### config.mk
export PLATFORM = sky130hd
export DESIGN_NAME = pixel_left_delta_coder_flat
export DESIGN_NICKNAME = d
export VERILOG_FILES = /design/src/sv/pldc_pkg.sv /design/src/sv/pldc_pix_if.sv /design/src/sv/pldc_res_if.sv /design/src/sv/pldc_cfg_if.sv /design/src/sv/pldc_cfg_regs.sv /design/src/sv/pldc_delta_core.sv /design/src/sv/pixel_left_delta_coder.sv /design/src/flat_wrapper.sv
export VERILOG_INCLUDE_DIRS = /design/src /design/src/sv
export SDC_FILE = /design/constraint.sdc
export NUM_CORES = 1
export LEC_CHECK = 0
export ABC_AREA = 1
export BUFFER_PORTS_ARGS = -buffer_cell sky130_fd_sc_hd__buf_4
export CORE_MARGIN = 2
export CORE_UTILIZATION = 47
export DETAILED_ROUTE_END_ITERATION = 7
export PLACE_DENSITY_LB_ADDON = 0.12
export REMOVE_ABC_BUFFERS = 1
export SYNTH_ARGS = -nofsm -noshare
export SYNTH_HDL_FRONTEND = slang
export SYNTH_HIERARCHICAL = 1
export SYNTH_SLANG_ARGS = --single-unit
### constraint.sdc
create_clock -name clk -period 13.02 [get_ports clk]
set_input_delay 1.302 -clock clk [delete_from_list [all_inputs] [get_ports clk]]
set_output_delay 1.302 -clock clk [all_outputs]
set_load 0.01 [all_outputs]
### src/sv/pixel_left_delta_coder_macros.svh
// Assertion macros used by the coder's top-level RTL file.
`ifndef PIXEL_LEFT_DELTA_CODER_MACROS_SVH
`define PIXEL_LEFT_DELTA_CODER_MACROS_SVH

// The consequent must hold in the same cycle as the antecedent.
`define PLDC_ASSERT_NOW(label, clk, rst_n, ante, cons, msg) \
  label: assert property (@(posedge clk) disable iff (!rst_n) (ante) |-> (cons)) \
    else $error(msg);

// The consequent must hold in the cycle after the antecedent.
`define PLDC_ASSERT_NEXT(label, clk, rst_n, ante, cons, msg) \
  label: assert property (@(posedge clk) disable iff (!rst_n) (ante) |=> (cons)) \
    else $error(msg);

`endif

### src/sv/pldc_pkg.sv
`default_nettype none

package pldc_pkg;

  localparam int unsigned PIX_W   = 64;
  localparam int unsigned DIM_W   = 13;
  localparam int unsigned IDX_W   = 8;
  localparam int unsigned CDATA_W = 16;

  // Register indexes of the configuration port.
  localparam logic [IDX_W-1:0] REG_IMAGE_WIDTH  = IDX_W'(0);
  localparam logic [IDX_W-1:0] REG_IMAGE_HEIGHT = IDX_W'(1);
  localparam logic [IDX_W-1:0] REG_ELEMENT_SIZE = IDX_W'(2);
  localparam logic [IDX_W-1:0] REG_DIRECTION    = IDX_W'(3);

  typedef enum logic [1:0] {
    ES_8  = 2'd0,
    ES_16 = 2'd1,
    ES_32 = 2'd2,
    ES_64 = 2'd3
  } elem_size_t;

  typedef enum logic {
    DIR_ENCODE = 1'b0,
    DIR_DECODE = 1'b1
  } direction_t;

  // Configuration as the datapath sees it, with the geometry already clamped.
  typedef struct packed {
    logic [DIM_W-1:0] width_lim;
    logic [DIM_W-1:0] height_lim;
    elem_size_t       elem_size;
    direction_t       dir;
  } pldc_cfg_t;

  // Position of the next pixel within the plane.
  typedef struct packed {
    logic col_zero;
    logic row_zero;
  } pldc_pos_t;

  function automatic logic [PIX_W-1:0] elem_mask(input elem_size_t es);
    logic [PIX_W-1:0] m;
    begin
      unique case (es)
        ES_8:    m = {{(PIX_W-8){1'b0}}, {8{1'b1}}};
        ES_16:   m = {{(PIX_W-16){1'b0}}, {16{1'b1}}};
        ES_32:   m = {{(PIX_W-32){1'b0}}, {32{1'b1}}};
        default: m = {PIX_W{1'b1}};
      endcase
      return m;
    end
  endfunction

endpackage

`default_nettype wire

### src/sv/pldc_pix_if.sv
`default_nettype none

interface pldc_pix_if;
  logic                         valid;
  logic                         ready;
  logic [pldc_pkg::PIX_W-1:0]   pixel_in;

  modport source (output valid, output pixel_in, input ready);
  modport sink   (input valid, input pixel_in, output ready);
endinterface

`default_nettype wire

### src/sv/pldc_res_if.sv
`default_nettype none

interface pldc_res_if;
  logic                         valid;
  logic                         ready;
  logic [pldc_pkg::PIX_W-1:0]   pixel_out;
  logic                         plane_end;

  modport source (output valid, output pixel_out, output plane_end, input ready);
  modport sink   (input valid, input pixel_out, input plane_end, output ready);
endinterface

`default_nettype wire

### src/sv/pldc_cfg_if.sv
`default_nettype none

interface pldc_cfg_if;
  logic                           valid;
  logic                           ready;
  logic [pldc_pkg::IDX_W-1:0]     index;
  logic [pldc_pkg::CDATA_W-1:0]   data;

  modport source (output valid, output index, output data, input ready);
  modport sink   (input valid, input index, input data, output ready);
endinterface

`default_nettype wire

### src/sv/pldc_cfg_regs.sv
`default_nettype none

// Configuration registers. Width and height are clamped here so the datapath
// only ever sees a limit between 1 and the supported maximum.
module pldc_cfg_regs #(
  parameter int unsigned MAX_WIDTH  = 4096,
  parameter int unsigned MAX_HEIGHT = 4096
) (
  input  wire logic            clk,
  input  wire logic            rst_n,
  pldc_cfg_if.sink             cfg_wr,
  output pldc_pkg::pldc_cfg_t  cfg
);

  localparam int unsigned DW       = pldc_pkg::DIM_W;
  localparam int unsigned DIM_MAXV = (1 << DW) - 1;
  localparam int unsigned WCLIP    = (MAX_WIDTH > DIM_MAXV) ? DIM_MAXV : MAX_WIDTH;
  localparam int unsigned HCLIP    = (MAX_HEIGHT > DIM_MAXV) ? DIM_MAXV : MAX_HEIGHT;

  logic [DW-1:0]           width_r,  width_nxt;
  logic [DW-1:0]           height_r, height_nxt;
  pldc_pkg::elem_size_t    esize_r,  esize_nxt;
  pldc_pkg::direction_t    dir_r,    dir_nxt;
  logic                    wr_en;

  assign cfg_wr.ready = 1'b1;
  assign wr_en        = cfg_wr.valid;

  always_comb begin
    width_nxt  = width_r;
    height_nxt = height_r;
    esize_nxt  = esize_r;
    dir_nxt    = dir_r;
    if (wr_en) begin
      unique case (cfg_wr.index)
        pldc_pkg::REG_IMAGE_WIDTH:  width_nxt  = cfg_wr.data[DW-1:0];
        pldc_pkg::REG_IMAGE_HEIGHT: height_nxt = cfg_wr.data[DW-1:0];
        pldc_pkg::REG_ELEMENT_SIZE: esize_nxt  = pldc_pkg::elem_size_t'(cfg_wr.data[1:0]);
        pldc_pkg::REG_DIRECTION:    dir_nxt    = pldc_pkg::direction_t'(cfg_wr.data[0]);
        default: ;
      endcase
    end
  end

  always_ff @(posedge clk) begin
    if (!rst_n) begin
      width_r  <= DW'(1);
      height_r <= DW'(1);
      esize_r  <= pldc_pkg::ES_8;
      dir_r    <= pldc_pkg::DIR_ENCODE;
    end else begin
      width_r  <= width_nxt;
      height_r <= height_nxt;
      esize_r  <= esize_nxt;
      dir_r    <= dir_nxt;
    end
  end

  // A zero dimension counts as one; anything above the maximum saturates.
  always_comb begin
    priority if (width_r == '0)            cfg.width_lim = DW'(1);
    else if (width_r > DW'(WCLIP))         cfg.width_lim = DW'(WCLIP);
    else                                   cfg.width_lim = width_r;

    priority if (height_r == '0)           cfg.height_lim = DW'(1);
    else if (height_r > DW'(HCLIP))        cfg.height_lim = DW'(HCLIP);
    else                                   cfg.height_lim = height_r;

    cfg.elem_size = esize_r;
    cfg.dir       = dir_r;
  end

endmodule

`default_nettype wire

### src/sv/pldc_delta_core.sv
`default_nettype none

// Prediction, difference or running sum, and the raster position counters.
// The state always holds uncoded pixels, so the direction may change freely.
module pldc_delta_core #(
  parameter int unsigned MAX_WIDTH  = 4096,
  parameter int unsigned MAX_HEIGHT = 4096
) (
  input  wire logic                        clk,
  input  wire logic                        rst_n,
  input  wire pldc_pkg::pldc_cfg_t         cfg,
  input  wire logic                        step,
  input  wire logic [pldc_pkg::PIX_W-1:0]  pixel,
  output      logic [pldc_pkg::PIX_W-1:0]  result,
  output      logic                        plane_end,
  output      pldc_pkg::pldc_pos_t         pos
);

  localparam int unsigned PW       = pldc_pkg::PIX_W;
  localparam int unsigned DW       = pldc_pkg::DIM_W;
  localparam int unsigned DIM_MAXV = (1 << DW) - 1;
  localparam int unsigned WCLIP    = (MAX_WIDTH > DIM_MAXV) ? DIM_MAXV : MAX_WIDTH;
  localparam int unsigned HCLIP    = (MAX_HEIGHT > DIM_MAXV) ? DIM_MAXV : MAX_HEIGHT;
  localparam int unsigned CW       = $clog2(WCLIP);
  localparam int unsigned RW       = $clog2(HCLIP);

  logic [PW-1:0] left_r,  left_nxt;
  logic [PW-1:0] rstart_r, rstart_nxt;
  logic [CW-1:0] col_r,   col_nxt;
  logic [RW-1:0] row_r,   row_nxt;

  logic [PW-1:0] mask, x, pred, y, raw;
  logic          col_zero, row_zero, last_col, last_row;

  assign mask     = pldc_pkg::elem_mask(cfg.elem_size);
  assign x        = pixel & mask;
  assign col_zero = (col_r == '0);
  assign row_zero = (row_r == '0);

  // A counter at or past a limit counts as the last column or row, so a
  // geometry change in mid plane wraps the plane at once.
  assign last_col = ((DW+1)'(col_r) + (DW+1)'(1)) >= {1'b0, cfg.width_lim};
  assign last_row = ((DW+1)'(row_r) + (DW+1)'(1)) >= {1'b0, cfg.height_lim};

  always_comb begin
    priority if (col_zero && row_zero) pred = '0;
    else if (col_zero)                 pred = rstart_r & mask;
    else                               pred = left_r & mask;

    if (cfg.dir == pldc_pkg::DIR_DECODE) begin
      y   = (x + pred) & mask;
      raw = y;
    end else begin
      y   = (x - pred) & mask;
      raw = x;
    end
  end

  assign result    = y;
  assign plane_end = last_col && last_row;
  assign pos       = '{col_zero: col_zero, row_zero: row_zero};

  always_comb begin
    left_nxt   = left_r;
    rstart_nxt = rstart_r;
    col_nxt    = col_r;
    row_nxt    = row_r;
    if (step) begin
      left_nxt = raw;
      if (col_zero) begin
        rstart_nxt = raw;
      end
      if (last_col) begin
        col_nxt = '0;
        row_nxt = last_row ? '0 : row_r + RW'(1);
      end else begin
        col_nxt = col_r + CW'(1);
      end
    end
  end

  always_ff @(posedge clk) begin
    if (!rst_n) begin
      left_r   <= '0;
      rstart_r <= '0;
      col_r    <= '0;
      row_r    <= '0;
    end else begin
      left_r   <= left_nxt;
      rstart_r <= rstart_nxt;
      col_r    <= col_nxt;
      row_r    <= row_nxt;
    end
  end

endmodule

`default_nettype wire

### src/sv/pixel_left_delta_coder.sv
// Channel   Port     Dir  Payload
// input     in_pix   in   pixel_in (64)
// result    out_res  out  pixel_out (64), plane_end (1)
// config    cfg_wr   in   index (8), data (16)
//
// One word is taken and one word is given per clock in steady state, while the
// result port does not stall. A taken pixel passes through the input register
// and then the result register, from which it is read out.
// The rate is set by the left-neighbor loop: one masked 64-bit add or
// subtract plus the counter compare sits between the input register and the
// state and result registers.
// Reset is synchronous and active low; it empties both stages and returns the
// registers to width 1, height 1, 8-bit pixels and encode.
// A stall at the result port holds the result register, then the input
// register, and only then drops in_pix.ready.
`default_nettype none

`include "pixel_left_delta_coder_macros.svh"

module pixel_left_delta_coder #(
  parameter int unsigned MAX_WIDTH  = 4096,
  parameter int unsigned MAX_HEIGHT = 4096
) (
  input  wire logic  clk,
  input  wire logic  rst_n,
  pldc_pix_if.sink   in_pix,
  pldc_res_if.source out_res,
  pldc_cfg_if.sink   cfg_wr
);

  localparam int unsigned PW = pldc_pkg::PIX_W;

  pldc_pkg::pldc_cfg_t cfg;
  pldc_pkg::pldc_pos_t pos;

  // Input register.
  logic          s1_valid_r, s1_valid_nxt;
  logic [PW-1:0] s1_pixel_r, s1_pixel_nxt;

  // Result register.
  logic          out_valid_r, out_valid_nxt;
  logic [PW-1:0] out_pixel_r, out_pixel_nxt;
  logic          out_end_r,   out_end_nxt;

  logic          advance;
  logic          in_take;
  logic [PW-1:0] core_pixel;
  logic          core_end;

  // Conditions watched by the assertions below.
  logic          full_stall;
  logic          s1_stuck;
  logic          plane_done;
  logic          at_origin;

  pldc_cfg_regs #(
    .MAX_WIDTH  (MAX_WIDTH),
    .MAX_HEIGHT (MAX_HEIGHT)
  ) u_cfg (
    .clk    (clk),
    .rst_n  (rst_n),
    .cfg_wr (cfg_wr),
    .cfg    (cfg)
  );

  // The held word moves on when the result register is empty or being read.
  assign advance      = s1_valid_r && (!out_valid_r || out_res.ready);
  assign in_pix.ready = !s1_valid_r || advance;
  assign in_take      = in_pix.valid && in_pix.ready;

  pldc_delta_core #(
    .MAX_WIDTH  (MAX_WIDTH),
    .MAX_HEIGHT (MAX_HEIGHT)
  ) u_core (
    .clk       (clk),
    .rst_n     (rst_n),
    .cfg       (cfg),
    .step      (advance),
    .pixel     (s1_pixel_r),
    .result    (core_pixel),
    .plane_end (core_end),
    .pos       (pos)
  );

  always_comb begin
    s1_valid_nxt = in_take ? 1'b1 : (advance ? 1'b0 : s1_valid_r);
    s1_pixel_nxt = in_take ? in_pix.pixel_in : s1_pixel_r;

    out_valid_nxt = advance ? 1'b1 : (out_res.ready ? 1'b0 : out_valid_r);
    out_pixel_nxt = advance ? core_pixel : out_pixel_r;
    out_end_nxt   = advance ? core_end : out_end_r;
  end

  always_ff @(posedge clk) begin
    if (!rst_n) begin
      s1_valid_r  <= 1'b0;
      out_valid_r <= 1'b0;
    end else begin
      s1_valid_r  <= s1_valid_nxt;
      out_valid_r <= out_valid_nxt;
    end
  end

  // Payload registers carry no reset.
  always_ff @(posedge clk) begin
    s1_pixel_r  <= s1_pixel_nxt;
    out_pixel_r <= out_pixel_nxt;
    out_end_r   <= out_end_nxt;
  end

  assign out_res.valid     = out_valid_r;
  assign out_res.pixel_out = out_pixel_r;
  assign out_res.plane_end = out_end_r;

  assign full_stall = s1_valid_r && out_valid_r && !out_res.ready;
  assign s1_stuck   = s1_valid_r && !advance;
  assign plane_done = advance && core_end;
  assign at_origin  = pos.col_zero && pos.row_zero;

  // Both stages full and the result stalled: no new word may come in.
  `PLDC_ASSERT_NOW(a_full_blocks_input, clk, rst_n, full_stall, !in_pix.ready, "input taken when full")
  // A held word that cannot move must still be there next cycle.
  `PLDC_ASSERT_NEXT(a_held_word_stays, clk, rst_n, s1_stuck, s1_valid_r, "held word was lost")
  // Every word that leaves the input register lands in the result register.
  `PLDC_ASSERT_NEXT(a_result_lands, clk, rst_n, advance, out_valid_r, "result register left empty")
  // The last pixel of a plane sends the counters back to the top-left corner.
  `PLDC_ASSERT_NEXT(a_plane_wraps, clk, rst_n, plane_done, at_origin, "counters did not restart")

endmodule

`default_nettype wire
### src/flat_wrapper.sv
// flat-port wrapper written by rule: the top's interface ports become plain ports
module pixel_left_delta_coder_flat 
#(
  parameter int unsigned MAX_WIDTH  = 4096,
  parameter int unsigned MAX_HEIGHT = 4096
)
  (clk, rst_n, in_pix_valid, in_pix_pixel_in, in_pix_ready, out_res_valid, out_res_pixel_out, out_res_plane_end, out_res_ready, cfg_wr_valid, cfg_wr_index, cfg_wr_data, cfg_wr_ready);
  pldc_pix_if in_pix_i ();
  pldc_res_if out_res_i ();
  pldc_cfg_if cfg_wr_i ();
  input  wire logic clk;
  input  wire logic rst_n;
  input wire logic [$bits(in_pix_i.valid)-1:0] in_pix_valid;
  input wire logic [$bits(in_pix_i.pixel_in)-1:0] in_pix_pixel_in;
  output wire logic [$bits(in_pix_i.ready)-1:0] in_pix_ready;
  output wire logic [$bits(out_res_i.valid)-1:0] out_res_valid;
  output wire logic [$bits(out_res_i.pixel_out)-1:0] out_res_pixel_out;
  output wire logic [$bits(out_res_i.plane_end)-1:0] out_res_plane_end;
  input wire logic [$bits(out_res_i.ready)-1:0] out_res_ready;
  input wire logic [$bits(cfg_wr_i.valid)-1:0] cfg_wr_valid;
  input wire logic [$bits(cfg_wr_i.index)-1:0] cfg_wr_index;
  input wire logic [$bits(cfg_wr_i.data)-1:0] cfg_wr_data;
  output wire logic [$bits(cfg_wr_i.ready)-1:0] cfg_wr_ready;
  assign in_pix_i.valid = in_pix_valid;
  assign in_pix_i.pixel_in = in_pix_pixel_in;
  assign in_pix_ready = in_pix_i.ready;
  assign out_res_valid = out_res_i.valid;
  assign out_res_pixel_out = out_res_i.pixel_out;
  assign out_res_plane_end = out_res_i.plane_end;
  assign out_res_i.ready = out_res_ready;
  assign cfg_wr_i.valid = cfg_wr_valid;
  assign cfg_wr_i.index = cfg_wr_index;
  assign cfg_wr_i.data = cfg_wr_data;
  assign cfg_wr_ready = cfg_wr_i.ready;
  pixel_left_delta_coder #(.MAX_WIDTH(MAX_WIDTH), .MAX_HEIGHT(MAX_HEIGHT)) u_core (.clk(clk), .rst_n(rst_n), .in_pix(in_pix_i), .out_res(out_res_i), .cfg_wr(cfg_wr_i));
endmodule
==> results of run 1 <==
==> registers in the layout, summed over array words and instances (netlist names) <==
signal	flops
u_core/out_res.pixel_out	64
u_core/out_res.plane_end	1
u_core/out_res.valid	1
u_core/s1_pixel_r	64
u_core/s1_valid_r	1
u_core/u_cfg/dir_r	1
u_core/u_cfg/esize_r	2
u_core/u_cfg/height_r	13
u_core/u_cfg/width_r	13
u_core/u_core/col_r	12
u_core/u_core/left_r	64
u_core/u_core/row_r	12
u_core/u_core/rstart_r	64
==> metrics by stage <==
step           cells  hold WS, ns  util [%]  power (mW)
6_report        5163        0.468      52.6        2.48
5_1_grt         5163        0.493      52.6        2.59
4_1_cts         5163        0.464      52.6        2.51
3_5_place_dp    5097        0.456      50.4        1.47
3_3_place_gp    5097        0.438      50.4        1.47
2_1_floorplan   4178        0.427         -        1.34
==> critical path: cells and delay by family, from the launching register on <==
family                   cells  cell delay, ns
AND/OR/NAND/NOR             13            3.07
AO/OA/AOI/OAI                2            1.07
adder cells (fa/ha/maj)      2            0.72
buffers and inverters        4            0.59
flip-flops                   1            0.36
==> layer usage <==
metal | GRT usage [%] | vias up
li1 | - | 13600
met1 | 48.3 | 12400
met2 | 50.0 | 977
met3 | 3.63 | 134
met4 | 9.07 | 0
met5 | 0 | -
==> area by class of cell <==
cell class	instances	area (um2)	share of cell area, %
Timing Repair Buffer	171	1280	4.42
Clock buffer	54	1030	3.55
Inverter	887	3330	11.5
Multi-Input combinational cell	2979	14800	50.8
Sequential cell	312	7540	26.0
Clock inverter	12	171	0.590
Tap cell	748	936	3.22
==> worst max path at each step <==
stage / slack, ns / cells after the start / endpoint / from
after floorplan: -0.62 / 7 / u_core/u_core/rstart_r[37] / out_res_ready
after global placement: 7.16 / 20 / u_core/out_res.pixel_out[44] / u_core/u_core/col_r[0]
after detailed placement: 7.13 / 20 / u_core/out_res.pixel_out[44] / u_core/u_core/col_r[0]
after CTS: 7.13 / 20 / u_core/out_res.pixel_out[44] / u_core/u_core/col_r[0]
after global routing: 6.62 / 20 / u_core/out_res.pixel_out[44] / u_core/u_core/col_r[0]
final: 6.89 / 21 / u_core/out_res.pixel_out[58] / u_core/u_core/col_r[0]
==> where the power goes <==
| part | total [mW] | internal (mW) | leakage [nW] | switching (mW) |
|---|---|---|---|---|
| combinational | 0.364 | 0.116 | 13.0 | 0.248 |
| sequential | 1.09 | 1.07 | 2.73 | 0.0214 |
| clock | 1.03 | 0.599 | 0.584 | 0.428 |
==> cells in the final DEF, fill, tap and decap left out, drive strengths merged, types with 2 or more instances in the layout <==
cell and n:
nand2 1152, inv 891, nor2 574, nand3 308, a21oi 300, o21ai 254, dfxtp 183, buf 171
ha 157, edfxtp 129, clkbuf 54, xor2 45, nand4 41, o211ai 26, nor3 25, o21bai 18
a21boi 12, o21a 12, a21o 10, and2 9, a211oi 8, a31oi 7, nor4 7, clkinv 6
o31ai 3, bufinv 2, a22oi 2, fa 2
==> results.py, run 1 <==
metrics = {
    "worst_setup_path": {
        "reg2reg_to": "u_core/out_res.pixel_out[58]",
        "cpMostUsedCell": "nand2_1",
        "worstPathArrival_ns": 6.45,
        "crit_path_end_kind": "flop",
        "rrSetupSlack_ns": 6.89,
        "startpoint_type": "flop",
        "critPathKind": "reg -> reg",
        "cp_data_required_time_ns": 13.33,
        "worstPathMaxFanout": 60,
        "max_stage_delay_ns": 0.87,
        "crit_slowest_cell": "nor4_4",
        "r2r_start": "u_core/u_core/col_r[0]",
        "rr_worst_depth": 21,
        "crit_chain": "inv_1, ha_1, nand3_1, nor2_1, nand2_4, nor4_4, nor3_4, buf_4, nand2_1, ha_1, nand2_1, nor2_1, inv_1, nor2_1, inv_1, o21ai_0, a21oi_1, nand2_1, nand2_1, nand3_1, nand2_1",
    },
    "worst_hold_path": {
        "hold_class": "reg -> reg",
        "min_to": "u_core/u_core/col_r[11]",
        "hold_start": "u_core/u_core/col_r[11]",
        "hold-path-cell-count": 2,
    },
    "cts": {
        "post-cts-setup-buffers": 0,
        "post_cts_resized": 0,
        "h-tree-depth": 2,
        "cts_root_buffer": "clkbuf_16",
        "cts_num_sinks": 312,
        "clkLatencyLatePin_ns": 0.57,
        "cts.reportedPaths.clkPinSlew_ns": 0.06,
        "hold_buffers": 0,
        "cts_tree": "built",
        "cts_buffers": 36,
        "clk_path_buf_depth": 3,
    },
    "timing": {
        "tightest_slew_ns": 1.16,
        "rsz0062_at_grt": "no",
        "finClkSkew_ns": 0.0178,
        "period_share_pct": 47.1,
        "hold_viol": 0,
        "setup_ws_ns": 6.89,
        "finalSetupViolCount": 0,
        "fmax_mhz": 163,
        "slew_headroom_pct": 22.5,
        "setup_tns_ns": 0,
        "min_period_ns": 6.14,
        "finalMaxSlewViolations": 0,
    },
    "layout": {
        "drive_above_1_share_pct": 8.20,
        "flow.area_growth_from_synthesis_pct": 10.6,
        "nFillCells": 6001,
        "final_area_um2": 29000,
        "diodes": 0,
        "nNetsFinal": 4639,
    },
    "yosys": {
        "synth.avg_cell_area_um2": 6.08,
        "synth_warnings": 6,
        "syn-cell-area_um2": 26200,
        "syn_inst": 4315,
    },
    "floorplan": {
        "core_area_um2": 55200,
        "num_io_pins": 161,
        "die_height_um": 240,
        "dieArea_um2": 57700,
        "core.rowCount": 86,
        "chipWidth_um": 240,
        "initial_core_util_pct": 47.5,
    },
    "global_route": {
        "grt_pass1_wl_um": 143000,
        "antenna_found_initial": 0,
        "grt_pass1_vias": 24300,
        "grt_max_degree": 73,
        "grt_usage_pct": 32.7,
        "overflow": 0,
    },
    "place": {
        "port_buffers": 156,
        "place_hpwl_um": 76200,
        "place_ws_ns": 7.13,
        "placed_area_um2": 27800,
        "gp_congestion": 1.10,
    },
    "drt": {
        "routed.top_layer": "met4",
        "drc": 0,
        "routed-via-count": 27000,
        "drt_iter0_drc": 2784,
        "first_pass_iters": 6,
        "ant_nets": 0,
        "via_per_inst": 5.24,
        "dr_wl_met2_um": 40500,
        "post_drt_wl_per_cell_um": 18.5,
        "met3WireLength_um": 7590,
        "routed_wl_um": 95700,
        "met1_length_um": 45000,
    },
    "power": {
        "peakVddDrop_mv": 0.0970,
        "p_leak_nw": 16.3,
        "p_per_area_nw_per_um2": 85.5,
    },
    "status": {
        "outcome": "complete, no violations",
    },
    "flow_run": {
        "cap_violations": 0,
    },
}
Power figures use the tool's default switching activity.
==> run 2, diff against run 1 <==
--- a/config.mk
+++ b/config.mk
@@ -6,7 +6,7 @@
 export SDC_FILE = /design/constraint.sdc
 export NUM_CORES = 1
 export LEC_CHECK = 0
-export ABC_AREA = 1
+export ABC_AREA = 0
 export BUFFER_PORTS_ARGS = -buffer_cell sky130_fd_sc_hd__buf_4
 export CORE_MARGIN = 2
 export CORE_UTILIZATION = 47
==> constraint.sdc (replaced) <==
create_clock -name clk -period 5.23 [get_ports clk]
set_input_delay 0.523 -clock clk [delete_from_list [all_inputs] [get_ports clk]]
set_output_delay 0.523 -clock clk [all_outputs]
set_load 0.01 [all_outputs]
==> run 2 against run 1 <==
- clock power up 150%
- largest power group unchanged
- cell area up 0.34%
- routed wire length down 13%
- first-iteration DRC count down 35%
- hold slack worse by 0.35 ns
- die area down 12%
- largest cell class unchanged
- final cell count down 25%
==> results.py, run 2 <==
metrics = {
    "cts": {
        "cts_buffers": 36,
        "hold_buffers": 0,
        "cts_root_buffer": "clkbuf_16",
        "cts_num_sinks": 312,
        "clk_path_buf_depth": 3,
        "clkLatencyLatePin_ns": 0.58,
        "cts_tree": "built",
        "cts.reportedPaths.clkPinSlew_ns": 0.07,
        "h-tree-depth": 2,
    },
    "flow_run": {
        "cap_violations": 0,
    },
    "worst_setup_path": {
        "crit_path_end_kind": "flop",
        "rrSetupSlack_ns": 0.18,
        "startpoint_type": "flop",
        "max_stage_delay_ns": 0.55,
        "critPathKind": "reg -> reg",
        "worstPathMaxFanout": 12,
        "cp_data_required_time_ns": 5.53,
        "crit_slowest_cell": "o41ai_4",
        "worstPathArrival_ns": 5.35,
        "crit_chain": "inv_1, ha_1, nor4b_2, buf_4, nand3_4, buf_4, mux2i_1, or2_2, ha_1, buf_4, buf_4, o221ai_1, nor4b_2, o41ai_4, nand2_2, a311oi_4, buf_6, o31ai_4, buf_4, a211oi_2, a21oi_1, xnor2_1, nor2_1",
        "cpMostUsedCell": "buf_4",
    },
    "timing": {
        "slew_headroom_pct": 20.5,
        "finalMaxSlewViolations": 0,
        "fmax_mhz": 198,
        "tightest_slew_ns": 1.19,
        "period_share_pct": 96.6,
        "finClkSkew_ns": 0.0249,
        "finalSetupViolCount": 0,
        "holdWs_ns": 0.116,
        "hold_viol": 0,
        "setup_ws_ns": 0.180,
        "min_period_ns": 5.05,
    },
    "layout": {
        "final_area_um2": 29100,
        "multi_input_area_um2": 14600,
        "final_common_cell": "buf_4",
        "diodes": 0,
        "instances_no_fill": 3891,
        "nFillCells": 4472,
        "final_cell_mix": "559 x buf_4, 283 x a21oi_1, 253 x nand2_1, 246 x nor2_1, 180 x dfxtp_1",
        "drive_above_1_share_pct": 24.6,
        "nNetsFinal": 3493,
        "final-seq-area_um2": 7540,
        "flow.area_growth_from_synthesis_pct": 26.4,
    },
    "place": {
        "port_buffers": 156,
        "place_hpwl_um": 61700,
        "gp_congestion": 0.979,
        "placed_area_um2": 27400,
        "place_ws_ns": -0.454,
        "placed_cells": 3816,
    },
    "global_route": {
        "grt_max_degree": 89,
        "antenna_found_initial": 0,
        "grt_pass1_vias": 22400,
        "grt_usage_pct": 31.9,
        "overflow": 0,
        "grt_pass1_wl_um": 127000,
    },
    "worst_hold_path": {
        "hold_class": "in -> reg",
    },
    "yosys": {
        "syn-cell-area_um2": 23000,
        "syn_inst": 2810,
        "synth.avg_cell_area_um2": 8.20,
        "synth_warnings": 6,
    },
    "drt": {
        "routed_wl_um": 82900,
        "drt_iter0_drc": 1819,
        "first_pass_iters": 5,
        "routed-via-count": 22900,
        "drc": 0,
        "via_per_inst": 5.89,
        "post_drt_wl_per_cell_um": 21.3,
        "ant_nets": 0,
    },
    "power": {
        "p_leak_nw": 12.9,
        "peakVddDrop_mv": 0.256,
        "p_per_area_nw_per_um2": 196,
    },
    "floorplan": {
        "initial_core_util_pct": 47.4,
        "dieArea_um2": 50800,
        "die_height_um": 225,
        "core_area_um2": 48600,
        "num_io_pins": 161,
        "chipWidth_um": 225,
        "core.rowCount": 81,
    },
    "status": {
        "outcome": "complete, no violations",
    },
}
run 2: metrics by stage:
stage          util [%]  TNS, ns  power (mW)
3_5_place_dp       56.2    -2.65        3.16
6_report           59.9        0        5.70
5_1_grt            59.9  -0.0500        5.87
3_3_place_gp       56.2    -1.40        3.16
2_1_floorplan         -  -992.35        2.92
4_1_cts            58.9        0        5.74
run 2: worst paths after layout:
kind / start / to / cells after the start
setup / recovery: u_core/u_core/col_r[0] / u_core/out_res.pixel_out[55] / 23
hold / removal: in_pix_pixel_in[30] / u_core/s1_pixel_r[30] / 1
setup reg to reg: u_core/u_core/col_r[0] / u_core/out_res.pixel_out[55] / 23
hold reg to reg: u_core/u_core/rstart_r[22] / u_core/u_core/rstart_r[22] / 2
run 2: layout make-up:
| cell class | instances | share of cell area (%) |
|---|---|---|
| inverters | 174 | 2.25 |
| repair buffers | 567 | 14.9 |
| clock buffers | 58 | 3.72 |
| well taps | 622 | 2.67 |
| multi-input cells | 2150 | 50.2 |
| clock inverters | 8 | 0.352 |
| flip-flops and latches | 312 | 25.9 |
run 2: power breakdown:
part	switching (mW)	internal [mW]
Sequential	0.0356	2.60
Combinational	0.288	0.207
Clock	1.08	1.48
Total	1.41	4.29
run 2: repair_timing:
item | 4_1_cts | 5_1_grt
pin swaps | 2 | 36
buffers inserted | 0 | 8
cloned | 0 | 1
setup endpoints to repair | 37 | 99
resized for setup | 19 | 98
run 2: worst max-delay path, delay by kind of cell, from the launching register on:
family,cells,cell delay [ns]
and+or+nand+nor,6,1.11
DFF,1,0.31
adders and majority gates,2,0.44
xor gates and xnor gates,1,0.19
buffers and inverters,7,1.09
AOI/OAI and AO/OA,6,1.48
muxes,1,0.13
run 2: metal layers:
| layer | GRT usage, % | wire [um] |
|---|---|---|
| met5 | 0 | 0 |
| met4 | 9.25 | 2110 |
| met3 | 3.90 | 4690 |
| met2 | 51.3 | 37600 |
| met1 | 44.9 | 38500 |
